[src/design/srop_pkg.sv]
// Shared types and constants of the static route option parser.
`timescale 1ns / 1ps
package srop_pkg;

    // Configuration register indexes.
    localparam int CFG_IDX_W = 1;
    localparam int CFG_DATA_W = 6;
    localparam logic [CFG_IDX_W-1:0] CFG_ROUTE_FORMAT = 1'd0;
    localparam logic [CFG_IDX_W-1:0] CFG_ROUTES_ALLOWED = 1'd1;

    // Route formats.
    localparam logic FMT_CLASSLESS = 1'b0;
    localparam logic FMT_CLASSFUL = 1'b1;

    // Result kinds.
    localparam logic KIND_ROUTE = 1'b0;
    localparam logic KIND_SUMMARY = 1'b1;

    // Record field phases.
    localparam logic [1:0] PH_START = 2'd0;
    localparam logic [1:0] PH_DEST = 2'd1;
    localparam logic [1:0] PH_GW = 2'd2;

    // Depth of the queue between parser and result formatter.
    localparam int Q_DEPTH = 4;
    localparam int Q_AW = 2;

    typedef struct packed {
        logic [7:0] option_byte;
        logic       end_of_option;
    } t_in_item;

    typedef struct packed {
        logic        result_kind;
        logic [31:0] route_destination;
        logic [31:0] route_mask;
        logic [31:0] route_gateway;
        logic        option_status;
        logic [5:0]  routes_accepted;
        logic        last_of_run;
    } t_out_item;

    typedef struct packed {
        logic       route_format;
        logic [5:0] routes_allowed;
    } t_cfg;

    // What one accepted word leaves for the result formatter.
    typedef struct packed {
        logic        has_route;
        logic        has_summary;
        logic        fmt;
        logic [5:0]  prefix_width;
        logic [31:0] dest_shift;
        logic [31:0] gateway;
        logic        status;
        logic [5:0]  count;
    } t_desc;

endpackage

[src/design/srop_queue.sv]
// Short descriptor queue between the parser and the result formatter.
`timescale 1ns / 1ps
module srop_queue (
    input  logic           i_clk,
    input  logic           i_rst_n,
    input  logic           i_push,
    input  srop_pkg::t_desc i_desc,
    output logic           o_full,
    input  logic           i_pop,
    output srop_pkg::t_desc o_desc,
    output logic           o_empty
);
    import srop_pkg::*;

    t_desc           r_mem [Q_DEPTH];
    logic [Q_AW-1:0] r_wp, n_wp;
    logic [Q_AW-1:0] r_rp, n_rp;
    logic [Q_AW:0]   r_cnt, n_cnt;

    assign o_full  = (r_cnt == (Q_AW+1)'(Q_DEPTH));
    assign o_empty = (r_cnt == '0);
    assign o_desc  = r_mem[r_rp];

    // Pointer and fill count update.
    always_comb begin
        n_wp  = i_push ? r_wp + 1'b1 : r_wp;
        n_rp  = i_pop ? r_rp + 1'b1 : r_rp;
        n_cnt = r_cnt + (Q_AW+1)'(i_push) - (Q_AW+1)'(i_pop);
    end

    always_ff @(posedge i_clk) begin
        if (!i_rst_n) begin
            r_wp  <= '0;
            r_rp  <= '0;
            r_cnt <= '0;
        end else begin
            r_wp  <= n_wp;
            r_rp  <= n_rp;
            r_cnt <= n_cnt;
        end
    end

    // Entry storage needs no reset.
    always_ff @(posedge i_clk) begin
        if (i_push) begin
            r_mem[r_wp] <= i_desc;
        end
    end

endmodule

[src/design/srop_front.sv]
// Byte parser: tracks record phase and counts, and emits one descriptor per event word.
`timescale 1ns / 1ps
module srop_front #(
    parameter int MAX_ROUTES = 32
) (
    input  logic              i_clk,
    input  logic              i_rst_n,
    input  logic              i_accept,
    input  srop_pkg::t_in_item i_item,
    input  srop_pkg::t_cfg    i_cfg,
    output logic              o_desc_push,
    output srop_pkg::t_desc   o_desc
);
    import srop_pkg::*;

    localparam logic [7:0] MaxRoutes8 = 8'(MAX_ROUTES);

    logic [1:0]  r_phase, n_phase;
    logic [2:0]  r_left, n_left;
    logic [5:0]  r_pw, n_pw;
    logic [31:0] r_dest, n_dest;
    logic [31:0] r_gw, n_gw;
    logic [5:0]  r_count, n_count;
    logic [2:0]  r_len8, n_len8;
    logic        r_err, n_err;
    logic        r_lim, n_lim;

    logic [5:0]  lim;
    logic [2:0]  left_dec;
    logic [8:0]  ib_sum;
    logic [2:0]  ib;
    logic        route_now;
    logic        sum_err;
    logic [7:0]  b;

    assign b = i_item.option_byte;

    // Next parser state for the word being accepted.
    always_comb begin
        n_phase   = r_phase;
        n_left    = r_left;
        n_pw      = r_pw;
        n_dest    = r_dest;
        n_gw      = r_gw;
        n_count   = r_count;
        n_len8    = r_len8 + 3'd1;
        n_err     = r_err;
        n_lim     = r_lim;
        route_now = 1'b0;
        sum_err   = 1'b0;

        // Effective route limit is saturated at the build-time maximum.
        lim = i_cfg.routes_allowed;
        if ({2'b00, i_cfg.routes_allowed} > MaxRoutes8) begin
            lim = MaxRoutes8[5:0];
        end
        if (lim == '0) begin
            n_err = 1'b1;
        end else if (r_count >= lim) begin
            n_lim = 1'b1;
        end

        left_dec = (r_left != '0) ? r_left - 3'd1 : 3'd0;
        ib_sum   = {1'b0, b} + 9'd7;
        ib       = ib_sum[5:3];

        if (!n_err && !n_lim) begin
            if (r_phase == PH_DEST) begin
                n_dest = {r_dest[23:0], b};
                n_left = left_dec;
                if (left_dec == '0) begin
                    n_phase = PH_GW;
                    n_left  = 3'd4;
                end
            end else if (r_phase == PH_GW) begin
                n_gw   = {r_gw[23:0], b};
                n_left = left_dec;
                if (left_dec == '0) begin
                    route_now = 1'b1;
                    n_phase   = PH_START;
                    n_count   = r_count + 6'd1;
                    if (n_count >= lim) begin
                        n_lim = 1'b1;
                    end
                end
            end else begin
                // Record start; the unused phase code lands here too.
                n_gw = '0;
                if (i_cfg.route_format == FMT_CLASSFUL) begin
                    n_dest  = {24'd0, b};
                    n_left  = 3'd3;
                    n_phase = PH_DEST;
                end else if (b > 8'd32) begin
                    n_err   = 1'b1;
                    n_phase = PH_START;
                end else begin
                    n_pw   = b[5:0];
                    n_dest = '0;
                    if (ib == '0) begin
                        n_phase = PH_GW;
                        n_left  = 3'd4;
                    end else begin
                        n_phase = PH_DEST;
                        n_left  = ib;
                    end
                end
            end
        end

        // End of option status.
        sum_err = n_err;
        if (i_cfg.route_format == FMT_CLASSLESS && n_phase != PH_START && !n_lim) begin
            sum_err = 1'b1;
        end
        if (i_cfg.route_format == FMT_CLASSFUL && n_len8 != '0) begin
            sum_err = 1'b1;
        end

        o_desc.has_route    = route_now;
        o_desc.has_summary  = i_item.end_of_option;
        o_desc.fmt          = i_cfg.route_format;
        o_desc.prefix_width = r_pw;
        o_desc.dest_shift   = r_dest;
        o_desc.gateway      = n_gw;
        o_desc.status       = sum_err;
        o_desc.count        = sum_err ? 6'd0 : n_count;

        o_desc_push = i_accept && (route_now || i_item.end_of_option);
    end

    always_ff @(posedge i_clk) begin
        if (!i_rst_n) begin
            r_phase <= PH_START;
            r_left  <= '0;
            r_pw    <= '0;
            r_dest  <= '0;
            r_gw    <= '0;
            r_count <= '0;
            r_len8  <= '0;
            r_err   <= 1'b0;
            r_lim   <= 1'b0;
        end else if (i_accept) begin
            if (i_item.end_of_option) begin
                // The summary closes the option; start the next one clean.
                r_phase <= PH_START;
                r_left  <= '0;
                r_pw    <= '0;
                r_dest  <= '0;
                r_gw    <= '0;
                r_count <= '0;
                r_len8  <= '0;
                r_err   <= 1'b0;
                r_lim   <= 1'b0;
            end else begin
                r_phase <= n_phase;
                r_left  <= n_left;
                r_pw    <= n_pw;
                r_dest  <= n_dest;
                r_gw    <= n_gw;
                r_count <= n_count;
                r_len8  <= n_len8;
                r_err   <= n_err;
                r_lim   <= n_lim;
            end
        end
    end

    // The parser never enters the unused phase code.
    a_phase_valid: assert property (@(posedge i_clk) disable iff (!i_rst_n)
        r_phase != 2'd3)
        else $error("parser reached unused phase");

    // Route count stays within the build-time maximum.
    a_count_bound: assert property (@(posedge i_clk) disable iff (!i_rst_n)
        int'(r_count) <= MAX_ROUTES)
        else $error("route count above maximum");

    // A summary leaves the parser at record start with a zero count.
    a_summary_clears: assert property (@(posedge i_clk) disable iff (!i_rst_n)
        (i_accept && i_item.end_of_option) |=> (r_phase == PH_START && r_count == '0))
        else $error("option state not cleared after summary");

    // A malformed option never reports routes.
    a_error_count: assert property (@(posedge i_clk) disable iff (!i_rst_n)
        (o_desc_push && o_desc.has_summary && o_desc.status) |-> (o_desc.count == '0))
        else $error("malformed option reports routes");

endmodule

[src/design/srop_back.sv]
// Result formatter: turns descriptors into route and summary words in an output register.
`timescale 1ns / 1ps
module srop_back (
    input  logic               i_clk,
    input  logic               i_rst_n,
    input  srop_pkg::t_desc    i_desc,
    input  logic               i_desc_empty,
    output logic               o_desc_pop,
    input  logic               i_pop,
    output logic               o_empty,
    output srop_pkg::t_out_item o_result
);
    import srop_pkg::*;

    logic      r_valid, n_valid;
    logic      r_second, n_second;
    t_out_item r_out, n_out;

    logic        load;
    logic [5:0]  pw;
    logic [6:0]  ib_sum;
    logic [2:0]  ib;
    logic [5:0]  dsh;
    logic [31:0] dest_cl;
    logic [31:0] mask_cl;
    logic [31:0] mask_cf;
    logic        stop;
    t_out_item   route_word;
    t_out_item   sum_word;

    assign o_empty  = !r_valid;
    assign o_result = r_out;

    // Destination and mask of the head route.
    always_comb begin
        pw      = (i_desc.prefix_width > 6'd32) ? 6'd32 : i_desc.prefix_width;
        ib_sum  = {1'b0, pw} + 7'd7;
        ib      = ib_sum[5:3];
        dsh     = {3'd4 - ib, 3'b000};
        dest_cl = (ib == '0) ? 32'd0 : (i_desc.dest_shift << dsh);
        mask_cl = (pw == '0) ? 32'd0 : ({32{1'b1}} << (6'd32 - pw));

        // Classful mask clears bytes below the lowest nonzero destination byte.
        mask_cf = {32{1'b1}};
        stop    = 1'b0;
        for (int k = 0; k < 4; k++) begin
            if (!stop) begin
                if (i_desc.dest_shift[8*k +: 8] != 8'd0) begin
                    stop = 1'b1;
                end else begin
                    mask_cf[8*k +: 8] = 8'd0;
                end
            end
        end

        route_word.result_kind       = KIND_ROUTE;
        route_word.route_destination =
            (i_desc.fmt == FMT_CLASSFUL) ? i_desc.dest_shift : dest_cl;
        route_word.route_mask        = (i_desc.fmt == FMT_CLASSFUL) ? mask_cf : mask_cl;
        route_word.route_gateway     = i_desc.gateway;
        route_word.option_status     = 1'b0;
        route_word.routes_accepted   = '0;
        route_word.last_of_run       = !i_desc.has_summary;

        sum_word.result_kind       = KIND_SUMMARY;
        sum_word.route_destination = '0;
        sum_word.route_mask        = '0;
        sum_word.route_gateway     = '0;
        sum_word.option_status     = i_desc.status;
        sum_word.routes_accepted   = i_desc.count;
        sum_word.last_of_run       = 1'b1;
    end

    // Output register refill from the queue head.
    always_comb begin
        load       = !r_valid || i_pop;
        n_valid    = r_valid;
        n_second   = r_second;
        n_out      = r_out;
        o_desc_pop = 1'b0;
        if (load) begin
            n_valid = !i_desc_empty;
            if (!i_desc_empty) begin
                if (i_desc.has_route && !r_second) begin
                    n_out = route_word;
                    if (i_desc.has_summary) begin
                        n_second = 1'b1;
                    end else begin
                        o_desc_pop = 1'b1;
                    end
                end else begin
                    n_out      = sum_word;
                    n_second   = 1'b0;
                    o_desc_pop = 1'b1;
                end
            end
        end
    end

    always_ff @(posedge i_clk) begin
        if (!i_rst_n) begin
            r_valid  <= 1'b0;
            r_second <= 1'b0;
        end else begin
            r_valid  <= n_valid;
            r_second <= n_second;
        end
    end

    always_ff @(posedge i_clk) begin
        r_out <= n_out;
    end

    // A summary word always closes its run.
    a_summary_last: assert property (@(posedge i_clk) disable iff (!i_rst_n)
        (r_valid && r_out.result_kind == KIND_SUMMARY) |-> r_out.last_of_run)
        else $error("summary word not marked last");

    // The second half of a descriptor is pending only behind a route word.
    a_second_after_route: assert property (@(posedge i_clk) disable iff (!i_rst_n)
        r_second |-> (r_valid && r_out.result_kind == KIND_ROUTE && !r_out.last_of_run))
        else $error("pending summary without route word");

    // The queue is only drained when it holds something.
    a_pop_nonempty: assert property (@(posedge i_clk) disable iff (!i_rst_n)
        o_desc_pop |-> !i_desc_empty)
        else $error("descriptor popped from empty queue");

endmodule

[src/design/static_route_option_parser_top.sv]
// Top level of the static route option parser: configuration registers and module wiring.
`timescale 1ns / 1ps
// Decodes the payload of a DHCP route option, one byte word per push, in either the
// classless width-prefixed format or the classful eight-byte format, and delivers a
// word per decoded route plus a summary word (status and route count) on the byte
// marked end of option. A byte is taken in every cycle while full is low; the parser
// updates its state and passes a descriptor into a four-entry queue.
// The result side delivers one word per cycle from its output register while the
// consumer keeps popping, so a byte that completes a route and also ends the option
// yields two output words; full rises only when the queue holds four descriptors
// the consumer has not drained. With the result side idle, a route passes from the
// edge that accepts its last byte through the descriptor queue into the output register.
// Configuration writes are always ready and take effect on the next byte.
module static_route_option_parser_top #(
    parameter int MAX_ROUTES = 32
) (
    input  logic                                i_clk,
    input  logic                                i_rst_n,
    input  logic                                push,
    output logic                                full,
    input  srop_pkg::t_in_item                  i_item,
    output logic                                empty,
    input  logic                                pop,
    output srop_pkg::t_out_item                 o_result,
    input  logic                                i_cfg_valid,
    output logic                                o_cfg_ready,
    input  logic [srop_pkg::CFG_IDX_W-1:0]      i_cfg_index,
    input  logic [srop_pkg::CFG_DATA_W-1:0]     i_cfg_data
);
    import srop_pkg::*;

    t_cfg  r_cfg;
    logic  accept;
    logic  desc_push;
    t_desc desc_in;
    t_desc desc_head;
    logic  desc_empty;
    logic  desc_pop;

    assign o_cfg_ready = 1'b1;
    assign accept      = push && !full;

    // Configuration registers.
    always_ff @(posedge i_clk) begin
        if (!i_rst_n) begin
            r_cfg.route_format   <= FMT_CLASSLESS;
            r_cfg.routes_allowed <= 6'd32;
        end else if (i_cfg_valid && o_cfg_ready) begin
            unique case (i_cfg_index)
                CFG_ROUTE_FORMAT:   r_cfg.route_format   <= i_cfg_data[0];
                CFG_ROUTES_ALLOWED: r_cfg.routes_allowed <= i_cfg_data;
                default: ;
            endcase
        end
    end

    srop_front #(
        .MAX_ROUTES(MAX_ROUTES)
    ) u_front (
        .i_clk      (i_clk),
        .i_rst_n    (i_rst_n),
        .i_accept   (accept),
        .i_item     (i_item),
        .i_cfg      (r_cfg),
        .o_desc_push(desc_push),
        .o_desc     (desc_in)
    );

    srop_queue u_queue (
        .i_clk  (i_clk),
        .i_rst_n(i_rst_n),
        .i_push (desc_push),
        .i_desc (desc_in),
        .o_full (full),
        .i_pop  (desc_pop),
        .o_desc (desc_head),
        .o_empty(desc_empty)
    );

    srop_back u_back (
        .i_clk       (i_clk),
        .i_rst_n     (i_rst_n),
        .i_desc      (desc_head),
        .i_desc_empty(desc_empty),
        .o_desc_pop  (desc_pop),
        .i_pop       (pop),
        .o_empty     (empty),
        .o_result    (o_result)
    );

endmodule
[config.mk]
export PLATFORM = sky130hd
export DESIGN_NAME = static_route_option_parser_top
export DESIGN_NICKNAME = d
export VERILOG_FILES = /design/src/design/srop_pkg.sv /design/src/design/srop_queue.sv /design/src/design/srop_front.sv /design/src/design/srop_back.sv /design/src/design/static_route_option_parser_top.sv
export SDC_FILE = /design/constraint.sdc
export NUM_CORES = 1
export LEC_CHECK = 0
export ABC_AREA = 1
export BUFFER_PORTS_ARGS = -buffer_cell sky130_fd_sc_hd__buf_2
export CORE_MARGIN = 2
export CORE_UTILIZATION = 60
export CTS_CLUSTER_DIAMETER = 120
export DETAILED_ROUTE_END_ITERATION = 8
export PLACE_DENSITY = 0.79
export SKIP_CTS_REPAIR_TIMING = 1
export SLEW_MARGIN = 20
export SYNTH_ARGS = -nofsm -noshare
export SYNTH_HDL_FRONTEND = slang
export SYNTH_SLANG_ARGS = --single-unit
[constraint.sdc]
create_clock -name i_clk -period 19.9 [get_ports i_clk]
set_clock_uncertainty 0.1 [all_clocks]
set_input_delay 1.99 -clock i_clk [delete_from_list [all_inputs] [get_ports i_clk]]
set_output_delay 1.99 -clock i_clk [all_outputs]
set_load 0.03 [all_outputs]
==> run_results.csv, run 1 <==
group,metric,value,unit
status,status,"finished, final reports clean",
setup_path,cp-start-kind,"register",
global_routing,grt_pass1_wl,83.8,mm
sta,hold_viol_final,0,
sta,slew_viol_final,0,
setup_path,crit_fanout,84,
route,vias_per_cell,5.64,
die,die_y,200,um
die,core,0.0377,mm^2
die,dieArea,0.0399,mm^2
route,drc_errors,0,
global_routing,antenna_found_initial,1,
place,hpwl,33.1,mm
place,place_ws,14.42,ns
yosys,ys_seq_area_frac,0.646,
route,wl_per_cell,18.2,um
die,start_util,0.610,
clocking,clockBufferDepth,3,
yosys,synth_area,0.0230,mm^2
sta,fin_ws,14.28,ns
global_routing,grt_max_degree,85,
global_routing,grt.overflow.total,0,
setup_path,required,20.23,ns
yosys,syn_nets,2373,
clocking,clk-insertion-delay-late,0.58,ns
clocking,path_clk_slew,0.06,ns
clocking,cts_tree,"built",
final_layout,final_common_cell,"nand2_1",
setup_path,cp_slowest_stage_delay,0.91,ns
power_and_ir_drop,peakVddDrop,0.152,mV
setup_path,crit_slowest_cell,"dfxtp_4",
yosys,synth_async_sr_flop_share,0,
worst_hold_path,hold_class,"register to register",
power_and_ir_drop,power_density,172,mW/mm^2
yosys,syn_area_per_cell,9.89,um^2
yosys,ys_warn_count,0,
clocking,h-tree-depth,2,
sta,fin_crit_sh,0.283,
sta,hold-worst-slack,0.362,ns
final_layout,n_antenna_cell,0,
global_routing,grt_pass1_vias,15700,
route,antenna_left,0,
sta,fmax,178,MHz
job,drv_cap,0,
sta,fin_crit,5.62,ns
global_routing,grt_use_total,0.272,
final_layout,num-nets-final,2457,
clocking,cts_root_buf,"clkbuf_16",
setup_path,crit_top_cell,"nand2_1",
sta,rsz0062_at_grt,"false",
die,ioPinCount,129,
sta,setup_viol,0,
setup_path,arrival,5.96,ns
sta,max_slew.worst_pin.slew,1.03,ns
final_layout,final_cell_mix,"582 x nand2_1, 425 x edfxtp_1, 285 x nor2_1",
place,dp.cells,2866,
route,first_pass_iters,6,
route,dr_total_vias,16700,
route,wirelength,54.0,mm
yosys,ys_types,46,
sta,slew_headroom,0.311,
clocking,cts_buffers,51,
place,port-buffer-count,127,
yosys,syn_inst,2324,
final_layout,layout-drive-gt1-share,0.116,
clocking,clock-sinks,529,
final_layout,syn_to_final_growth,11.0,%
die,rows,71,
setup_path,critPathCaptureType,"register",
die,die_w,200,um
yosys,ys.flop_type,"edfxtp_1",
power_and_ir_drop,power_leakage,10.1,nW
yosys,ys_ff_latch,529,
sta,fin_setup_tns,0,ns
setup_path,critPathKind,"register to register",
final_layout,instances_no_fill,2959,
route,drt_iter0_markers,1760,
place,gp_congestion,0.898,
setup_path,crit_chain,"inv_4, buf_4, nand2_1, nand3_1, nand2_1, nand3_2, o21ai_0, nand3_1, ha_1, nand2_1, nand2_1, xor2_1, ha_1, ha_1, inv_1, nor3_4, nand2_4, o21ai_2, nand2_4, nor2_2",
yosys,synth_edf_count,425,
-- per-stage QoR --
stage                     cell area [um^2]  power [mW]  utilization
after detailed placement             23900        3.42        0.634
after CTS                            25500        4.37        0.677
after global placement               23900        3.39        0.634
final                                25500        4.38        0.677
after floorplan                      23000        2.99            -
after global routing                 25500        4.64        0.677
-- registers in the layout, summed over array words and instances, names as in the netlist, 6 cells and up, named ones only --
| name | count |
|---|---|
| u_front.r_gw | 32 |
| u_back.o_result | 105 |
| u_front.r_count | 6 |
| u_front.r_dest | 32 |
| u_front.r_pw | 6 |
| u_queue.r_mem | 320 |
| r_cfg | 7 |
-- worst paths after layout --
check	end	slack, ns	start	cells past startpoint
worst max register to register	u_back.o_result[75]$_SDFFCE_PN0P_	14.28	register	20
worst min-delay path	u_front.r_gw[28]$_SDFFE_PN0P_	0.36	u_front.r_gw[28]$_SDFFE_PN0P_	2
worst min register to register	u_front.r_gw[28]$_SDFFE_PN0P_	0.36	u_front.r_gw[28]$_SDFFE_PN0P_	2
worst max-delay path	u_back.o_result[75]$_SDFFCE_PN0P_	14.28	register	20
-- kinds of logic after synthesis --
group,share of synthesized area
and+or+nand+nor,0.192
DFF,0.646
buffers and inverters,0.0573
other,0.000163
xor gates and xnor gates,0.00190
AOI/OAI and AO/OA,0.0870
adders and majority gates,0.0156
-- Yosys cell counts (2+ instances only) --
cell / instances / area [um^2]
buf_1: 5 / 18.8
nand2_1: 582 / 2180
xor2_1: 5 / 43.8
clkbuf_1: 52 / 195
nor3b_1: 3 / 22.5
o21ai_1: 21 / 105
a21oi_2: 2 / 17.5
nand3_1: 151 / 756
nor2_4: 2 / 22.5
dfxtp_1: 104 / 2080
nand2_4: 4 / 45.0
inv_2: 13 / 48.8
o22ai_1: 8 / 50.1
nor2_2: 9 / 56.3
edfxtp_1: 425 / 12800
o21ai_2: 2 / 17.5
ha_1: 27 / 338
nand2_2: 8 / 50.1
o211ai_1: 4 / 30.0
nor3_1: 5 / 25.0
a21oi_1: 170 / 851
nor2_1: 291 / 1090
nand3_2: 4 / 40.0
clkinv_1: 2 / 7.51
o21ai_0: 172 / 861
buf_2: 39 / 195
buf_6: 14 / 158
nand4_1: 6 / 37.5
inv_1: 169 / 634
buf_4: 7 / 52.6
a22oi_1: 2 / 15.0
nand3_4: 2 / 35.0
-- worst max-delay path, delay by kind of cell, from the launching register on --
family | cells | cell delay [ns]
simple gates | 11 | 1.96
compound gates | 2 | 0.43
xor+xnor | 1 | 0.14
buf+inv | 3 | 1.07
fa+ha+maj | 3 | 0.72
flops | 1 | 0.91
-- layer usage --
| layer | vias to the layer above | global-route usage | part of all wire |
|---|---|---|---|
| met5 | - | 0 | 0 |
| met4 | 0 | 0.0818 | 0.023 |
| met3 | 94 | 0.0355 | 0.087 |
| met2 | 827 | 0.437 | 0.47 |
| met1 | 7804 | 0.392 | 0.42 |
| li1 | 7961 | - | - |
-- layout make-up --
cell class | instances | area (um^2)
Inverter | 185 | 697
Timing Repair Buffer | 148 | 793
Tap cell | 511 | 639
Clock buffer | 72 | 1450
Clock inverter | 21 | 201
Fill cell | 2781 | 12200
Sequential cell | 529 | 14800
Multi-Input combinational cell | 1493 | 6890
-- power breakdown --
group / switching, mW / internal, mW
combinational: 1.37 / 0.466
clock: 0.403 / 0.546
sequential: 0.107 / 1.48
total: 1.88 / 2.49
Power figures use the tool's default switching activity.
==> inputs of run 2 (changes only) <==
--- a/config.mk
+++ b/config.mk
@@ -8,10 +8,10 @@
 export ABC_AREA = 1
 export BUFFER_PORTS_ARGS = -buffer_cell sky130_fd_sc_hd__buf_2
 export CORE_MARGIN = 2
-export CORE_UTILIZATION = 60
+export CORE_UTILIZATION = 55
 export CTS_CLUSTER_DIAMETER = 120
 export DETAILED_ROUTE_END_ITERATION = 8
-export PLACE_DENSITY = 0.79
+export PLACE_DENSITY = 0.76
 export SKIP_CTS_REPAIR_TIMING = 1
 export SLEW_MARGIN = 20
 export SYNTH_ARGS = -nofsm -noshare
==> constraint.sdc (replaced) <==
create_clock -name i_clk -period 4.6 [get_ports i_clk]
set_clock_uncertainty 0.1 [all_clocks]
set_input_delay 0.46 -clock i_clk [delete_from_list [all_inputs] [get_ports i_clk]]
set_output_delay 0.46 -clock i_clk [all_outputs]
set_load 0.03 [all_outputs]
==> run_results.csv, run 2 (synthesized netlist as in run 1, its figures left out) <==
group,metric,value,unit
sta,fmax,240,MHz
place,port-buffer-count,127,
die,core,0.0410,mm^2
route,wirelength,53.5,mm
final_layout,post-route-util,0.630,
power_and_ir_drop,power_density,749,mW/mm^2
final_layout,syn_to_final_growth,12.4,%
sta,rsz0062_at_grt,"false",
clocking,h-tree-depth,2,
setup_path,crit_chain,"inv_4, nand2_1, nand3_1, nand2_1, nand3_2, o21ai_0, nand3_1, ha_1, nand2_1, nand2_1, xor2_1, ha_1, clkinvlp_4, nand2_4, o21ai_2, nand2_4, nor2_2",
sta,hold_viol_final,0,
clocking,clk-insertion-delay-late,0.60,ns
final_layout,largest_reg_flops,320,
place,dp.cells,2897,
setup_path,critPathCaptureType,"register",
route,antenna_left,0,
final_layout,final_common_cell,"nand2_1",
global_routing,grt_pass1_wl,83.8,mm
setup_path,cpLargestDelayFamily,"simple AND/OR/NAND/NOR gates",
global_routing,grt_pass1_vias,15500,
die,die_w,208,um
final_layout,num-nets-final,2468,
setup_path,critPathKind,"register to register",
route,drt_iter0_markers,1399,
power_and_ir_drop,power_leakage,10.3,nW
final_layout,n_antenna_cell,0,
sta,fin_setup_tns,0,ns
final_layout,fillCellCount,3183,
route,dr_total_vias,16600,
sta,slew_viol_final,0,
sta,slew_headroom,0.337,
global_routing,grt.overflow.total,0,
power_and_ir_drop,peakVddDrop,0.425,mV
clocking,clockBufferDepth,3,
sta,fin_crit_sh,0.904,
setup_path,crit_fanout,45,
setup_path,cp_slowest_stage_delay,0.68,ns
setup_path,crit_buf_inv,2,
die,ioPinCount,129,
die,dieArea,0.0434,mm^2
die,die_y,208,um
status,status,"finished, final reports clean",
final_layout,instances_no_fill,2994,
place,hpwl,32.8,mm
clocking,path_clk_slew,0.06,ns
power_and_ir_drop,switchingPower,8.20,mW
sta,setup_viol,0,
route,first_pass_iters,7,
route,wl_per_cell,17.9,um
global_routing,grt_max_degree,81,
setup_path,crit_slowest_cell,"dfxtp_4",
power_and_ir_drop,p_comb_frac,0.420,
power_and_ir_drop,p_sw_frac,0.424,
clocking,cts_tree,"built",
worst_hold_path,hold_class,"input port to register",
die,rows,74,
setup_path,crit_top_cell,"nand2_1",
place,gp_congestion,0.897,
final_layout,regMostFlops,"u_queue.r_mem",
power_and_ir_drop,power.share.clock,0.228,
route,drc_errors,0,
power_and_ir_drop,internal-power,11.2,mW
global_routing,antenna_found_initial,1,
final_layout,final_cell_mix,"582 x nand2_1, 425 x edfxtp_1, 285 x nor2_1",
setup_path,cp-start-kind,"register",
sta,fin_crit,4.16,ns
die,start_util,0.560,
clocking,cts_buffers,52,
global_routing,grt_use_total,0.245,
sta,hold-worst-slack,0.000113,ns
job,drv_cap,0,
sta,max_slew.worst_pin.slew,0.992,ns
setup_path,arrival,4.40,ns
clocking,cts_root_buf,"clkbuf_16",
route,vias_per_cell,5.53,
final_layout,layout-drive-gt1-share,0.122,
power_and_ir_drop,power_frac_seq,0.351,
setup_path,required,4.84,ns
clocking,clock-sinks,529,
run 2: cell count changes in the layout (fill, tap and decap cells not counted), moves of 2 or more:
cell | before | now
buf_12 | 0 | 5
buf_4 | 21 | 26
bufinv_16 | 3 | 7
clkbuf_1 | 13 | 8
clkinv_2 | 6 | 8
run 2: worst paths after layout:
path	from	endpoint	slack, ns	cells after the start
worst min register to register	u_front.r_gw[28]$_SDFFE_PN0P_	u_front.r_gw[28]$_SDFFE_PN0P_	0.36	2
worst max-delay path	register	u_back.o_result[79]$_SDFFCE_PN0P_	0.44	17
worst max register to register	register	u_back.o_result[79]$_SDFFCE_PN0P_	0.44	17
worst min-delay path	i_cfg_data[5]	r_cfg[5]$_SDFFE_PN1P_	0.0001	3
run 2: worst reg2reg max path: cells and delay by family, from the launching register on:
family,cells,cell delay (ns)
buffers and inverters,2,0.66
xor gates and xnor gates,1,0.15
adders and majority gates,2,0.77
AOI/OAI and AO/OA,2,0.29
DFF,1,0.68
and+or+nand+nor,10,1.25
run 2: area by class of cell:
class	count	area, um^2	area share
multi-input combinational	1493	6890	0.267
clock buffer	69	1470	0.0568
tap	532	666	0.0258
timing repair buffer	158	931	0.0360
inverter	185	702	0.0272
clock inverter	28	334	0.0129
sequential	529	14800	0.575
run 2: power by group through the flow:
stage / Clock [mW] / Combinational [mW] / Sequential (mW)
6_report: 4.42 / 8.14 / 6.80
5_1_grt: 4.66 / 8.94 / 6.88
4_1_cts: 4.47 / 8.07 / 6.81
3_5_place_dp: 0 / 8.02 / 6.91
3_3_place_gp: 0 / 7.92 / 6.87
2_1_floorplan: 0 / 5.10 / 7.77
run 2: stage by stage:
stage / power [mW] / area (um^2) / setup slack [ns]
6_report: 19.4 / 25800 / 0.442
2_1_floorplan: 12.9 / 23000 / -1.25
5_1_grt: 20.5 / 25800 / 0.181
3_5_place_dp: 14.9 / 24000 / 0.268
4_1_cts: 19.4 / 25800 / 0.222
3_3_place_gp: 14.8 / 24000 / 0.383
run 2: metal layers:
layer | vias up | share of wire | GRT usage
met5 | - | 0.00013 | 0
met4 | 2 | 0.023 | 0.0724
met3 | 88 | 0.074 | 0.0439
met2 | 645 | 0.47 | 0.394
met1 | 7829 | 0.43 | 0.342
li1 | 7989 | - | -
